--- src/rtl/uds_pkg.sv ---
// Shared types and constants of the UTF-8 stream decoder.
`timescale 1ns / 1ps

package uds_pkg;

  // Byte class boundaries
  localparam logic [7:0] CONT_BASE  = 8'h80;
  localparam logic [7:0] LEAD2_BASE = 8'hC0;
  localparam logic [7:0] LEAD3_BASE = 8'hE0;
  localparam logic [7:0] LEAD4_BASE = 8'hF0;
  localparam logic [7:0] LEAD_LIMIT = 8'hF5;
  localparam logic [5:0] CONT_MASK  = 6'h3F;

  // One input transaction
  typedef struct packed {
    logic [7:0] data_byte;
    logic       end_of_buffer;
  } in_t;

  // One result transaction
  typedef struct packed {
    logic [20:0] value;
    logic        invalid;
    logic        run_end;
  } out_t;

  // Controller states
  typedef enum logic [1:0] {
    ST_IDLE,
    ST_HELD,
    ST_TAIL
  } state_e;

  // Result source select
  typedef enum logic [2:0] {
    SRC_IN,
    SRC_PARTIAL,
    SRC_LEAD,
    SRC_HELD,
    SRC_BYTE
  } src_e;

  // Controller to datapath commands
  typedef struct packed {
    logic push;
    src_e src;
    logic last;
    logic open_in;
    logic open_byte;
    logic store_in;
    logic latch_in;
    logic close;
    logic idx_clr;
    logic idx_inc;
  } cmd_t;

  // Datapath to controller status
  typedef struct packed {
    logic out_free;
    logic seq_open;
    logic in_is_cont;
    logic in_starts;
    logic in_eob;
    logic complete;
    logic len_ok;
    logic held_zero;
    logic held_last;
    logic byte_starts;
  } status_t;

endpackage

--- src/rtl/uds_datapath.sv ---
// Datapath of the UTF-8 stream decoder: sequence state, held bytes, result register.
`timescale 1ns / 1ps

module uds_datapath (
  input  logic             clk_i,
  input  logic             rst_ni,
  input  uds_pkg::in_t     in_data_i,
  input  uds_pkg::cmd_t    cmd_i,
  output uds_pkg::status_t status_o,
  output logic             out_valid_o,
  input  logic             out_stall_i,
  output uds_pkg::out_t    out_data_o
);

  logic [7:0]  lead_q, lead_d;
  logic [2:0]  exp_q, exp_d;
  logic [1:0]  hc_q, hc_d;
  logic [20:0] partial_q, partial_d;
  logic [7:0]  held_q [3];
  logic [1:0]  idx_q, idx_d;
  logic [7:0]  byte_q;
  logic        eob_q;
  logic        out_valid_q, out_valid_d;
  uds_pkg::out_t out_q, out_d;

  logic [7:0]  in_b;
  logic [20:0] new_partial;
  logic [2:0]  need_len;
  logic [7:0]  open_b;
  logic [2:0]  open_len;
  logic [20:0] open_bits;

  function automatic logic is_lead(input logic [7:0] b);
    is_lead = (b >= uds_pkg::LEAD2_BASE) && (b < uds_pkg::LEAD_LIMIT);
  endfunction

  assign in_b = in_data_i.data_byte;

  // Gather the next six payload bits
  assign new_partial = {partial_q[14:0], in_b[5:0] & uds_pkg::CONT_MASK};

  // Shortest length that encodes the gathered value
  always_comb begin
    if (new_partial <= 21'h00007F) begin
      need_len = 3'd1;
    end else if (new_partial <= 21'h0007FF) begin
      need_len = 3'd2;
    end else if (new_partial <= 21'h00FFFF) begin
      need_len = 3'd3;
    end else begin
      need_len = 3'd4;
    end
  end

  // Decode the lead byte that opens a sequence
  assign open_b = cmd_i.open_byte ? byte_q : in_b;
  always_comb begin
    if (open_b < uds_pkg::LEAD3_BASE) begin
      open_len  = 3'd2;
      open_bits = {16'd0, open_b[4:0]};
    end else if (open_b < uds_pkg::LEAD4_BASE) begin
      open_len  = 3'd3;
      open_bits = {17'd0, open_b[3:0]};
    end else begin
      open_len  = 3'd4;
      open_bits = {18'd0, open_b[2:0]};
    end
  end

  // Report status
  always_comb begin
    status_o.out_free    = !out_valid_q || !out_stall_i;
    status_o.seq_open    = (exp_q != 3'd0);
    status_o.in_is_cont  = (in_b[7:6] == uds_pkg::CONT_BASE[7:6]);
    status_o.in_starts   = is_lead(in_b) && !in_data_i.end_of_buffer;
    status_o.in_eob      = in_data_i.end_of_buffer;
    status_o.complete    = ({1'b0, hc_q} + 3'd2) >= exp_q;
    status_o.len_ok      = (need_len == exp_q);
    status_o.held_zero   = (hc_q == 2'd0);
    status_o.held_last   = ({1'b0, idx_q} + 3'd1) == {1'b0, hc_q};
    status_o.byte_starts = is_lead(byte_q) && !eob_q;
  end

  // Sequence state next values
  always_comb begin
    lead_d    = lead_q;
    exp_d     = exp_q;
    hc_d      = hc_q;
    partial_d = partial_q;
    if (cmd_i.close) begin
      lead_d    = 8'd0;
      exp_d     = 3'd0;
      hc_d      = 2'd0;
      partial_d = 21'd0;
    end else if (cmd_i.open_in || cmd_i.open_byte) begin
      lead_d    = open_b;
      exp_d     = open_len;
      hc_d      = 2'd0;
      partial_d = open_bits;
    end else if (cmd_i.store_in) begin
      hc_d      = hc_q + 2'd1;
      partial_d = new_partial;
    end
  end

  // Replay index
  always_comb begin
    idx_d = idx_q;
    if (cmd_i.idx_clr) begin
      idx_d = 2'd0;
    end else if (cmd_i.idx_inc) begin
      idx_d = idx_q + 2'd1;
    end
  end

  // Select the result to load
  always_comb begin
    out_d.run_end = cmd_i.last;
    case (cmd_i.src)
      uds_pkg::SRC_IN: begin
        out_d.value   = {13'd0, in_b};
        out_d.invalid = in_b[7];
      end
      uds_pkg::SRC_PARTIAL: begin
        out_d.value   = new_partial;
        out_d.invalid = 1'b0;
      end
      uds_pkg::SRC_LEAD: begin
        out_d.value   = {13'd0, lead_q};
        out_d.invalid = 1'b1;
      end
      uds_pkg::SRC_HELD: begin
        out_d.value   = {13'd0, held_q[idx_q]};
        out_d.invalid = 1'b1;
      end
      uds_pkg::SRC_BYTE: begin
        out_d.value   = {13'd0, byte_q};
        out_d.invalid = byte_q[7];
      end
      default: begin
        out_d.value   = {13'd0, byte_q};
        out_d.invalid = 1'b1;
      end
    endcase
  end

  // Hold the result until taken
  always_comb begin
    out_valid_d = out_valid_q;
    if (cmd_i.push) begin
      out_valid_d = 1'b1;
    end else if (!out_stall_i) begin
      out_valid_d = 1'b0;
    end
  end

  // Control registers
  always_ff @(posedge clk_i or negedge rst_ni) begin
    if (!rst_ni) begin
      exp_q       <= 3'd0;
      hc_q        <= 2'd0;
      idx_q       <= 2'd0;
      lead_q      <= 8'd0;
      partial_q   <= 21'd0;
      out_valid_q <= 1'b0;
    end else begin
      exp_q       <= exp_d;
      hc_q        <= hc_d;
      idx_q       <= idx_d;
      lead_q      <= lead_d;
      partial_q   <= partial_d;
      out_valid_q <= out_valid_d;
    end
  end

  // Payload registers
  always_ff @(posedge clk_i) begin
    if (cmd_i.store_in) begin
      held_q[hc_q] <= in_b;
    end
    if (cmd_i.latch_in) begin
      byte_q <= in_b;
      eob_q  <= in_data_i.end_of_buffer;
    end
    if (cmd_i.push) begin
      out_q <= out_d;
    end
  end

  assign out_valid_o = out_valid_q;
  assign out_data_o  = out_q;

endmodule

--- src/rtl/uds_controller.sv ---
// Controller of the UTF-8 stream decoder: accepts bytes and sequences error replays.
`timescale 1ns / 1ps

module uds_controller (
  input  logic             clk_i,
  input  logic             rst_ni,
  input  logic             in_valid_i,
  output logic             in_stall_o,
  input  uds_pkg::status_t status_i,
  output uds_pkg::cmd_t    cmd_o
);

  uds_pkg::state_e state_q, state_d;
  logic tail_q, tail_d;
  logic tail_push_q, tail_push_d;
  logic idle;
  logic accept;

  assign idle       = (state_q == uds_pkg::ST_IDLE);
  assign in_stall_o = !(idle && status_i.out_free);
  assign accept     = idle && status_i.out_free && in_valid_i;

  // Next state and replay tail flags
  always_comb begin
    state_d     = state_q;
    tail_d      = tail_q;
    tail_push_d = tail_push_q;
    case (state_q)
      uds_pkg::ST_IDLE: begin
        if (accept && status_i.seq_open) begin
          if (!status_i.in_is_cont) begin
            tail_d      = 1'b1;
            tail_push_d = !status_i.in_starts;
            state_d     = status_i.held_zero ? uds_pkg::ST_TAIL : uds_pkg::ST_HELD;
          end else if (status_i.complete) begin
            if (!status_i.len_ok) begin
              tail_d      = 1'b1;
              tail_push_d = 1'b1;
              state_d     = status_i.held_zero ? uds_pkg::ST_TAIL : uds_pkg::ST_HELD;
            end
          end else if (status_i.in_eob) begin
            tail_d      = 1'b0;
            tail_push_d = 1'b0;
            state_d     = uds_pkg::ST_HELD;
          end
        end
      end
      uds_pkg::ST_HELD: begin
        if (status_i.out_free && status_i.held_last) begin
          state_d = tail_q ? uds_pkg::ST_TAIL : uds_pkg::ST_IDLE;
        end
      end
      uds_pkg::ST_TAIL: begin
        if (status_i.byte_starts || status_i.out_free) begin
          state_d = uds_pkg::ST_IDLE;
        end
      end
      default: begin
        state_d = uds_pkg::ST_IDLE;
      end
    endcase
  end

  // Datapath commands
  always_comb begin
    cmd_o = '0;
    cmd_o.src = uds_pkg::SRC_IN;
    case (state_q)
      uds_pkg::ST_IDLE: begin
        if (accept) begin
          if (!status_i.seq_open) begin
            // Plain byte or a new lead
            if (status_i.in_starts) begin
              cmd_o.open_in = 1'b1;
            end else begin
              cmd_o.push = 1'b1;
              cmd_o.src  = uds_pkg::SRC_IN;
              cmd_o.last = 1'b1;
            end
          end else if (!status_i.in_is_cont) begin
            // Broken sequence: replay lead and held bytes, then decode this byte again
            cmd_o.push     = 1'b1;
            cmd_o.src      = uds_pkg::SRC_LEAD;
            cmd_o.last     = status_i.held_zero && status_i.in_starts;
            cmd_o.latch_in = 1'b1;
            cmd_o.idx_clr  = 1'b1;
            cmd_o.close    = status_i.held_zero;
          end else if (status_i.complete) begin
            if (status_i.len_ok) begin
              cmd_o.push  = 1'b1;
              cmd_o.src   = uds_pkg::SRC_PARTIAL;
              cmd_o.last  = 1'b1;
              cmd_o.close = 1'b1;
            end else begin
              // Overlong: replay lead, held bytes, then this byte
              cmd_o.push     = 1'b1;
              cmd_o.src      = uds_pkg::SRC_LEAD;
              cmd_o.latch_in = 1'b1;
              cmd_o.idx_clr  = 1'b1;
              cmd_o.close    = status_i.held_zero;
            end
          end else begin
            // Hold the continuation; on truncation replay everything
            cmd_o.store_in = 1'b1;
            if (status_i.in_eob) begin
              cmd_o.push    = 1'b1;
              cmd_o.src     = uds_pkg::SRC_LEAD;
              cmd_o.idx_clr = 1'b1;
            end
          end
        end
      end
      uds_pkg::ST_HELD: begin
        if (status_i.out_free) begin
          cmd_o.push    = 1'b1;
          cmd_o.src     = uds_pkg::SRC_HELD;
          cmd_o.last    = status_i.held_last && !tail_push_q;
          cmd_o.idx_inc = 1'b1;
          cmd_o.close   = status_i.held_last;
        end
      end
      uds_pkg::ST_TAIL: begin
        if (status_i.byte_starts) begin
          cmd_o.open_byte = 1'b1;
        end else if (status_i.out_free) begin
          cmd_o.push = 1'b1;
          cmd_o.src  = uds_pkg::SRC_BYTE;
          cmd_o.last = 1'b1;
        end
      end
      default: begin
        cmd_o.push = 1'b0;
      end
    endcase
  end

  // State registers
  always_ff @(posedge clk_i or negedge rst_ni) begin
    if (!rst_ni) begin
      state_q     <= uds_pkg::ST_IDLE;
      tail_q      <= 1'b0;
      tail_push_q <= 1'b0;
    end else begin
      state_q     <= state_d;
      tail_q      <= tail_d;
      tail_push_q <= tail_push_d;
    end
  end

endmodule

--- src/rtl/utf8_stream_decoder_top.sv ---
// Top level of the UTF-8 stream decoder: controller plus datapath.
`timescale 1ns / 1ps

// Channel | Direction | Handshake               | Payload
// in      | input     | in_valid_i / in_stall_o  | in_data_i  (data_byte, end_of_buffer)
// out     | output    | out_valid_o / out_stall_i| out_data_o (value, invalid, run_end)
//
// A byte that decodes cleanly or opens or extends a sequence causes no replay.
// A broken or overlong sequence replays the lead, each held byte, then the byte that
// ended it unless that byte opens a new sequence, one result per cycle into the output
// register while the output is not stalled. Truncation at the end of the buffer
// replays the lead and each held byte, the final byte included.
// Reset clears the sequence state; no sequence is open after reset. Input is stalled
// while a replay runs or while the output register is full and stalled.

module utf8_stream_decoder_top (
  input  logic          clk_i,
  input  logic          rst_ni,
  input  logic          in_valid_i,
  output logic          in_stall_o,
  input  uds_pkg::in_t  in_data_i,
  output logic          out_valid_o,
  input  logic          out_stall_i,
  output uds_pkg::out_t out_data_o
);

  uds_pkg::cmd_t    cmd;
  uds_pkg::status_t status;

  uds_controller u_ctrl (
    .clk_i      (clk_i),
    .rst_ni     (rst_ni),
    .in_valid_i (in_valid_i),
    .in_stall_o (in_stall_o),
    .status_i   (status),
    .cmd_o      (cmd)
  );

  uds_datapath u_dp (
    .clk_i       (clk_i),
    .rst_ni      (rst_ni),
    .in_data_i   (in_data_i),
    .cmd_i       (cmd),
    .status_o    (status),
    .out_valid_o (out_valid_o),
    .out_stall_i (out_stall_i),
    .out_data_o  (out_data_o)
  );

endmodule
--- config.mk ---
export PLATFORM = sky130hd
export DESIGN_NAME = utf8_stream_decoder_top
export DESIGN_NICKNAME = d
export VERILOG_FILES = /design/src/rtl/uds_pkg.sv /design/src/rtl/uds_datapath.sv /design/src/rtl/uds_controller.sv /design/src/rtl/utf8_stream_decoder_top.sv
export SDC_FILE = /design/constraint.sdc
export NUM_CORES = 1
export LEC_CHECK = 0
export ABC_CLOCK_PERIOD_IN_PS = 3600
export BUFFER_PORTS_ARGS = -buffer_cell sky130_fd_sc_hd__buf_2
export CAP_MARGIN = 20
export CORE_MARGIN = 5
export CORE_UTILIZATION = 45
export DETAILED_ROUTE_END_ITERATION = 8
export HOLD_SLACK_MARGIN = 0.15
export PLACE_DENSITY = 0.73
export SLEW_MARGIN = 20
export SYNTH_ARGS = -nofsm -noshare
export SYNTH_HDL_FRONTEND = slang
export SYNTH_HIERARCHICAL = 1
export SYNTH_SLANG_ARGS = --single-unit
export TNS_END_PERCENT = 1
--- constraint.sdc ---
create_clock -name clk_i -period 3.6 [get_ports clk_i]
set_clock_uncertainty 0.1 [all_clocks]
set_input_delay 0.72 -clock clk_i [delete_from_list [all_inputs] [get_ports clk_i]]
set_output_delay 0.72 -clock clk_i [all_outputs]
set_load 0.1 [all_outputs]
# After elaboration in Yosys (flattened, before gate mapping)
# Memories as Yosys holds them, arrays and structs flattened.
# Index checks and enable logic that the tools add are counted.
# totals
n_memories	1
ram_bits	24
rom_bits	0
elab_cells	150
latchBits	0
out_inout_bits	25
ff_bits	67
input_bits	13
# mem_list
name	words	width	rd	rd_ports_with_merged_regs	wr	line_no	rtl
u_dp.held_q	3	8	1	0	1	uds_datapath.sv:19	logic [7:0] held_q [3];
# op_classes
magnitude_cmp	10
bitwise	0
n_eq_ne	17
addsub	4
n_mux	75
n_mul	0
div	0
n_reduce_logical	29
shifts	0
# op_table
op	count
$pmux W22 S5	1
$mux W15	3
$mux W5	7
$mux W2	17
$lt A8 B8 Y1 const B	4
$mux W1	26
$mux W3	8
$mux W8	3
$le A21 B11 Y1 const B	1
$le A21 B16 Y1 const B	1
$le A21 B7 Y1 const B	1
$mux W4	5
$ge A8 B8 Y1 const B	2
$pmux W4 S3	1
$logic_and A1 B1 Y1	10
$ne A4 B4 Y1 const B	2
$logic_not A1 Y1	7
$eq A3 B2 Y1 const B	2
$mux W6	1
$ne A2 B1 Y1 const B	3
$ne A3 B3 Y1 const B	2
$pmux W2 S3	1
$reduce_bool A3 Y1	2
$reduce_and A5 Y1	1
other kinds (18)	24

# Longest topological paths before layout
# Gate-level depths: netlist of the first run.
# depth
ltp_word	14
depth_mapped	14
depth_no_buf	13

# Cells and area by module
# The synthesis of the first run kept the hierarchy.
# by_module_without_submodules
mod	area_each_um2	cells_per_inst	n_inst	seq_area_each_um2
uds_datapath	3913.8	318	1	2457.4
uds_controller	402.9	52	1	100.1

# Worst setup path before layout of the first run
# No wires, ideal clock.
# synth_path
path_kind	register to register
startpoint	register u_dp.hc_q[0]
endpoint	register u_dp.out_q (netlist bit u_dp/out_data_o[0]) (enable)
setup_time_ns	0.436
arrival_time_ns	2.985
slack_ns	0.079
t_required_ns	3.064
path_stages_with_launch	9
synth_period_minus_slack_ns	3.521
cell_sequence	dfrtp_1 > inv_1 > ha_1 > nand2b_1 > a21o_1 > a21o_1 > nand2b_1 > nor3b_1 > o21ai_0
# synth_lines
element	line_no	rtl
start, declared	uds_datapath.sv:17	logic [1:0] hc_q, hc_d;
start signal, assigned	uds_datapath.sv:161	hc_q <= 2'd0;
start signal, assigned	uds_datapath.sv:168	hc_q <= hc_d;
end signal, assigned	uds_datapath.sv:186	out_q <= out_d;
end, declared	uds_datapath.sv:24	uds_pkg::out_t out_q, out_d;

==> impl_metrics.csv, run 1 <==
group,metric,value,unit
critical_path,end_kind,"flip-flop",
floorplan,ios,38,
logic_synthesis,synth_nets,390,
global_routing,gr-total-overflow,0,
logic_synthesis,synth_edf_count,56,
critical_path,worst_ep_required_time,3610,ps
route,wl,9420,µm
clock_tree,cts_htree_levels,3,
timing,maxSlewHeadroom,44.7,%
clock_tree,cts_root_buf,"clkbuf_8",
timing,tightest_slew,829,ps
timing,rsz0062_at_grt,"false",
clock_tree,cts_resized,0,
clock_tree,clk_latency,360,ps
clock_tree,clk_pin_slew,90,ps
finish,n_antenna_cell,0,
global_routing,grt_pass1_vias,2966,
route,first_pass_iters,5,
critical_path,rr_worst_depth,12,
logic_synthesis,ys_async_sr_fraction,38.5,%
logic_synthesis,synthTopCellsByArea,"edfxtp_1 39%, dfrtp_1 20%, mux2i_1 6.3%",
timing,period_needed,3240,ps
global_routing,grt_start_max_net_pins,36,
critical_path,r2r_setup_slack,360,ps
clock_tree,cts_buffers,9,
floorplan,die_area,0.0117,mm²
global_routing,grt_use_met3,4.06,%
floorplan,initial_core_util,46.5,%
finish,fill_cells,846,
timing,fin_setup_tns,0,ps
global_routing,antenna_found_initial,0,
timing,max_freq,309,MHz
global_routing,use_met2,27.3,%
critical_path,regToRegEndpoint,"u_dp/out_data_o[6]",
critical_path,rr_startpoint,"u_dp/partial_q[14]",
logic_synthesis,yosysWarnings,6,
route,via_per_inst,5.61,
route,drt_iter0_drc,139,
clock_tree,cts_tree,"done",
pwr,cellLeakagePower,0.00192,µW
global_routing,grt_util_all_layers,16.8,%
logic_synthesis,yosysSeqAreaShare,59.2,%
place,io_buffers,37,
logic_synthesis,syn-instance-count,370,
finish,multi_input_area,0.00161,mm²
status,status,"finished clean",
global_routing,grt_pass1_wl,15100,µm
clock_tree,cts_hold_buf,0,
global_routing,grt_use_met1,21.9,%
timing,hold_violations,0,
clock_tree,clkSinkCount,91,
clock_tree,post-cts-setup-buffer-count,0,
floorplan,row_count,35,
floorplan,die_w,108,µm
finish,nets,428,
logic_synthesis,synth_area_leader_cell,"edfxtp_1",
critical_path,start_kind,"flip-flop",
place,dp_hpwl,6720,µm
finish,register_area,0.00256,mm²
critical_path,crit_fanout,7,
route,num_vias,3040,
job,maxCapViolCount,0,
timing,fin_crit_sh,90.0,%
logic_synthesis,synth_ff_type,"edfxtp_1",
route,drc,0,
finish,fin_util,51.9,%
timing,slew_viol_final,0,
place,gp_congestion,0.875,
hold_path,hold_class,"in -> async",
logic_synthesis,ys_ff_latch,91,
pwr,vdd_drop_max,0.000457,V
clock_tree,cts_buffer_depth,2,
global_routing,grt-busiest-layer,"met2",
route,wl_per_cell,17.4,µm
route,detail-route-antenna-nets,0,
logic_synthesis,synth_top_area_share,39.0,%
floorplan,chipHeight,108,µm
finish,syn_to_final_growth,11.6,%
critical_path,cp.arrival,3250,ps
critical_path,critPathKind,"reg -> reg",
timing,setup_violations,0,
floorplan,coreArea,0.00928,mm²
pwr,p_per_area,905,mW/mm²
logic_synthesis,synthesis.area,0.00432,mm²
logic_synthesis,syn_area_per_cell,11.7,µm²
finish,final_layout_size_suffix_gt1_share,17.2,%
logic_synthesis,synth_cell_types,57,
## synth_stat cells, types with 2 or more instances
library cell   n
or4_1          2
clkbuf_1       8
inv_1         15
ha_1           7
buf_4          2
nand4_1        3
a211oi_1      10
and2_1        18
nand3b_1       5
o31ai_1        4
o21ai_0       20
mux2i_1       27
buf_2          6
or3_1          3
nand2_1       26
a221o_1        6
edfxtp_1      56
a21oi_1       21
nand2b_1       8
nor3b_1        2
xnor2_1        3
nor3_1         9
a2bb2oi_1      2
a21o_1         5
nor2_1        27
dfrtp_1       35
nor2b_1       10
## how the worst max path moves through the flow
stage,startpoint,cells after the start,endpoint
CTS,u_dp/partial_q[14],12,u_dp/out_data_o[5]
global placement,u_dp/partial_q[14],11,u_dp/out_data_o[5]
finish,u_dp/partial_q[14],12,u_dp/out_data_o[6]
global route,u_dp/partial_q[14],12,u_dp/out_data_o[5]
detailed placement,u_dp/partial_q[14],12,u_dp/out_data_o[7]
floorplan,u_dp/hc_q[0],8,u_dp/out_data_o[0]
## cells in the final DEF, fill, tap and decap left out, types with 2 or more instances in the layout
| cell type | synthesis | layout |
|---|---|---|
| o21ai_2 | 1 | 2 |
| and2_1 | 18 | 18 |
| o21ai_0 | 20 | 19 |
| nand2b_1 | 8 | 8 |
| a21o_1 | 5 | 5 |
| clkinv_1 | 1 | 2 |
| a21oi_1 | 21 | 21 |
| a221o_1 | 6 | 6 |
| nand2_1 | 26 | 26 |
| nand3b_1 | 5 | 5 |
| clkinv_4 | 0 | 2 |
| buf_2 | 6 | 37 |
| ha_1 | 7 | 7 |
| nor2b_1 | 10 | 10 |
| or4_1 | 2 | 2 |
| a211oi_1 | 10 | 10 |
| dfrtp_1 | 35 | 35 |
| a2bb2oi_1 | 2 | 2 |
| mux2i_1 | 27 | 27 |
| buf_4 | 2 | 8 |
| xnor2_1 | 3 | 3 |
| o31ai_1 | 4 | 4 |
| or3_1 | 3 | 3 |
| nor3_1 | 9 | 9 |
| nor2_2 | 1 | 2 |
| edfxtp_1 | 56 | 56 |
| nand4_1 | 3 | 3 |
| inv_1 | 15 | 15 |
| clkinvlp_4 | 0 | 3 |
| clkbuf_8 | 0 | 9 |
| nor3b_1 | 2 | 2 |
| nor2_1 | 27 | 26 |
## per-stage QoR
step / instance area, µm² / setup WS (ps) / power (µW) / std cells / hold WS, ps
6_report: 4820 / 360 / 4360 / 542 / 348
5_1_grt: 4820 / 56.6 / 4570 / 542 / 392
4_1_cts: 4820 / 361 / 4370 / 542 / 367
3_5_place_dp: 4640 / 366 / 3750 / 526 / 386
3_3_place_gp: 4640 / 454 / 3700 / 526 / 380
2_1_floorplan: 4320 / 79.0 / 3340 / 370 / 324
## worst max-delay path, cell delays in order (launching register included)
cell      delay, ps
dfrtp_1         390
or4_1           540
nor3_1          210
nand2_1          90
o211ai_1        190
nand2b_1        150
nand2_1          80
o21ai_2         250
nand2_1         190
nor2b_1         260
a221o_1         370
a21oi_1         120
a21oi_1          60
## power by group
| group | switching [µW] | internal (µW) | leakage [µW] |
|---|---|---|---|
| Sequential | 199 | 1430 | 0.000990 |
| Clock | 377 | 253 | 0.0000795 |
| Combinational | 1610 | 484 | 0.000848 |
| Total | 2190 | 2170 | 0.00192 |
## layout make-up
| type | instances | share of cell area [%] |
|---|---|---|
| Timing Repair Buffer | 45 | 5.09 |
| Sequential cell | 91 | 53.1 |
| Multi-Input combinational cell | 244 | 33.5 |
| Clock inverter | 7 | 1.09 |
| Inverter | 17 | 1.33 |
| Tap cell | 129 | 3.35 |
| Clock buffer | 9 | 2.57 |
## kinds of logic after synthesis
logic type                 count (synthesis)  share of synthesized area, %
and+or+nand+nor                          125                          15.8
AOI/OAI and AO/OA                         81                          12.3
xor gates and xnor gates                   4                         0.812
adders and majority gates                  7                          2.03
buffers and inverters                     35                          3.56
DFF                                       91                          59.2
muxes                                     27                          6.26
## sequential cells by signal, summed over array words and instances, names as in the netlist
| name | cells |
|---|---|
| u_dp/held_q | 24 |
| u_dp/out_data_o | 23 |
| u_dp/partial_q | 15 |
| u_dp/byte_q | 8 |
| u_dp/lead_q | 8 |
| u_dp/exp_q | 3 |
| u_ctrl/state_q | 2 |
| u_dp/hc_q | 2 |
| u_dp/idx_q | 2 |
| u_ctrl/tail_push_q | 1 |
| u_ctrl/tail_q | 1 |
| u_dp/eob_q | 1 |
| u_dp/out_valid_o | 1 |
## layer usage
| metal | up-vias | part of all wire [%] |
|---|---|---|
| li1 | 1421 | - |
| met1 | 1472 | 44 |
| met2 | 126 | 48 |
| met3 | 21 | 6.0 |
| met4 | 0 | 2.4 |
| met5 | - | 0 |
(Power assumes the default switching activity.)
==> run 2, diff against run 1 <==
--- a/config.mk
+++ b/config.mk
@@ -5,14 +5,15 @@
 export SDC_FILE = /design/constraint.sdc
 export NUM_CORES = 1
 export LEC_CHECK = 0
-export ABC_CLOCK_PERIOD_IN_PS = 3600
+export ABC_CLOCK_PERIOD_IN_PS = 3100
 export BUFFER_PORTS_ARGS = -buffer_cell sky130_fd_sc_hd__buf_2
 export CAP_MARGIN = 20
 export CORE_MARGIN = 5
 export CORE_UTILIZATION = 45
+export CTS_BUF_LIST = sky130_fd_sc_hd__clkbuf_4 sky130_fd_sc_hd__clkbuf_8
 export DETAILED_ROUTE_END_ITERATION = 8
 export HOLD_SLACK_MARGIN = 0.15
-export PLACE_DENSITY = 0.73
+export PLACE_DENSITY = 0.71
 export SLEW_MARGIN = 20
 export SYNTH_ARGS = -nofsm -noshare
 export SYNTH_HDL_FRONTEND = slang
==> constraint.sdc (replaced) <==
create_clock -name clk_i -period 3.1 [get_ports clk_i]
set_clock_uncertainty 0.1 [all_clocks]
set_input_delay 0.62 -clock clk_i [delete_from_list [all_inputs] [get_ports clk_i]]
set_output_delay 0.62 -clock clk_i [all_outputs]
set_load 0.1 [all_outputs]
==> run 2 against run 1 <==
  * Routed wire length rose by 5.1%
  * Global-route usage rose by 0.74 points
  * Setup slack got worse by 350 ps
  * Via count rose by 2.9%
  * First-iteration DRC count rose by 65%
  * Die area did not move
  * Sequential cell count did not move
  * Count of clock-buffer cells in the layout did not move
  * Register-to-register slack got worse by 350 ps
  * Critical path depth did not move
  * Total power rose by 26%
  * Hold slack got worse by 110 ps
  * Critical path type unchanged
  * Critical endpoint is now u_dp/out_data_o[9]
==> impl_metrics.csv, run 2 (synthesized netlist as in run 1, its figures left out) <==
group,metric,value,unit
critical_path,start_kind,"flip-flop",
global_routing,grt_util_all_layers,17.6,%
critical_path,rr_startpoint,"u_dp/partial_q[13]",
timing,period_needed,3090,ps
clock_tree,cts_root_buf,"clkbuf_8",
clock_tree,cts_htree_levels,3,
pwr,cellLeakagePower,0.00209,µW
critical_path,r2r_setup_slack,10,ps
place,dp_cells,541,
timing,fin_crit_sh,99.7,%
finish,syn_to_final_growth,19.6,%
floorplan,die_w,108,µm
clock_tree,clk_latency,370,ps
finish,final_layout_size_suffix_gt1_share,25.4,%
finish,largest_reg_flops,24,
floorplan,die_area,0.0117,mm²
route,first_pass_iters,5,
finish,mostFrequentLayoutCells,"56 x edfxtp_1, 37 x buf_2, 35 x dfrtp_1, 27 x mux2i_1, 25 x nor2_1",
timing,hold_violations,0,
finish,largest-register,"u_dp/held_q",
critical_path,crit_fanout,4,
critical_path,rr_worst_depth,12,
global_routing,grt_pass1_vias,3046,
route,drt_iter0_drc,230,
timing,setup_violations,0,
route,drc,0,
route,wl_per_cell,17.6,µm
clock_tree,cts_tree,"done",
route,num_vias,3128,
finish,register_area,0.00256,mm²
finish,nets,448,
finish,final_common_cell,"edfxtp_1",
critical_path,end_kind,"flip-flop",
hold_path,hold_class,"in -> async",
finish,multi_input_area,0.00171,mm²
floorplan,initial_core_util,46.5,%
clock_tree,clk_pin_slew,90,ps
floorplan,ios,38,
place,dp_hpwl,6840,µm
floorplan,chipHeight,108,µm
clock_tree,clkSinkCount,91,
place,placed_cell_area,0.00476,mm²
finish,fill_cells,783,
route,detail-route-antenna-nets,0,
clock_tree,cts_buffers,9,
job,maxCapViolCount,0,
place,io_buffers,37,
timing,maxSlewHeadroom,46.2,%
global_routing,antenna_found_initial,0,
global_routing,grt_start_max_net_pins,36,
pwr,p_per_area,1070,mW/mm²
finish,instances_no_fill,562,
critical_path,cp.arrival,3180,ps
route,via_per_inst,5.57,
floorplan,coreArea,0.00928,mm²
timing,slew_viol_final,0,
status,status,"finished clean",
timing,tightest_slew,807,ps
critical_path,critPathKind,"reg -> reg",
global_routing,grt_pass1_wl,15700,µm
timing,max_freq,324,MHz
timing,whs,234,ps
critical_path,worst_ep_required_time,3190,ps
finish,n_antenna_cell,0,
finish,fin_area,0.00516,mm²
critical_path,regToRegEndpoint,"u_dp/out_data_o[9]",
floorplan,row_count,35,
clock_tree,cts_buffer_depth,2,
place,gp_congestion,0.859,
route,wl,9900,µm
timing,rsz0062_at_grt,"true",
global_routing,gr-total-overflow,0,
pwr,vdd_drop_max,0.000825,V
==> run 2: cell types whose count changed in the layout (fill, tap and decap cells not counted), moves of 2 or more <==
cell / previous run / this run
and2_1: 18 / 14
buf_6: 0 / 4
a21oi_1: 21 / 16
nand2_1: 26 / 24
clkinv_2: 0 / 2
a21oi_2: 0 / 5
and2_4: 0 / 4
clkinv_1: 2 / 0
bufinv_16: 0 / 3
buf_4: 8 / 23
clkinvlp_4: 3 / 0
==> run 2: worst max-delay path, cell delays in order, from the launching register on <==
cell and delay, ps:
dfrtp_1 400, or4_4 560, nor3_4 200, nand2_1 70, o211ai_1 220, and2_4 200
nand2_4 60, o41ai_4 390, buf_4 220, buf_6 110, and2_4 120, o21ai_1 60
a32oi_1 210
==> run 2: area by class of cell <==
class                           count  area share [%]
Inverter                           17            1.26
Tap cell                          129            3.13
Timing Repair Buffer               65            8.19
Sequential cell                    91            49.6
Clock buffer                        9            2.40
Clock inverter                      7            2.35
Multi-Input combinational cell    244            33.1
==> run 2: report_power, final <==
part	total [µW]	internal (µW)	switching (µW)
Combinational	2670	691	1980
Sequential	1850	1660	185
Clock	982	541	440
Total	5510	2900	2610
==> run 2: how the worst max path moves through the flow <==
stage | start | cells past startpoint | end
after global routing | u_dp/partial_q[13] | 11 | u_dp/out_data_o[5]
after global placement | in_data_i[1] | 11 | u_dp/exp_q[2]
final | u_dp/partial_q[13] | 12 | u_dp/out_data_o[9]
after floorplan | u_dp/partial_q[14] | 12 | u_dp/out_data_o[2]
after CTS | u_dp/partial_q[14] | 12 | u_dp/out_data_o[3]
after detailed placement | u_dp/partial_q[14] | 11 | u_dp/out_data_o[3]
==> run 2: timing repair <==
| item | in CTS | in global routing |
|---|---|---|
| cloned | 0 | 1 |
| hold buffers | 0 | 0 |
| buffers inserted | 0 | 4 |
| gates resized for setup | 3 | 27 |
| pin swaps | 0 | 14 |
| endpoints found under the setup margin | 6 | 21 |
==> run 2: metrics by stage <==
step	power [µW]	worst slack [ps]	util, %	TNS, ps
floorplan	3880	-112	-	-672
global placement	4380	3.59	51.3	0
detailed placement	4420	-38.3	51.3	-45.6
CTS	5410	0.507	54.1	0
global route	5780	-86.5	55.6	-1010
finish	5510	9.89	55.6	0
==> run 2: metal layers <==
metal	GRT usage [%]	wire, µm	vias to the layer above	part of all wire [%]
li1	-	-	1464	-
met1	23.8	4540	1576	46
met2	28.0	4790	72	48
met3	4.30	392	16	4.0
met4	5.68	174	0	1.8
met5	0	0	-	0
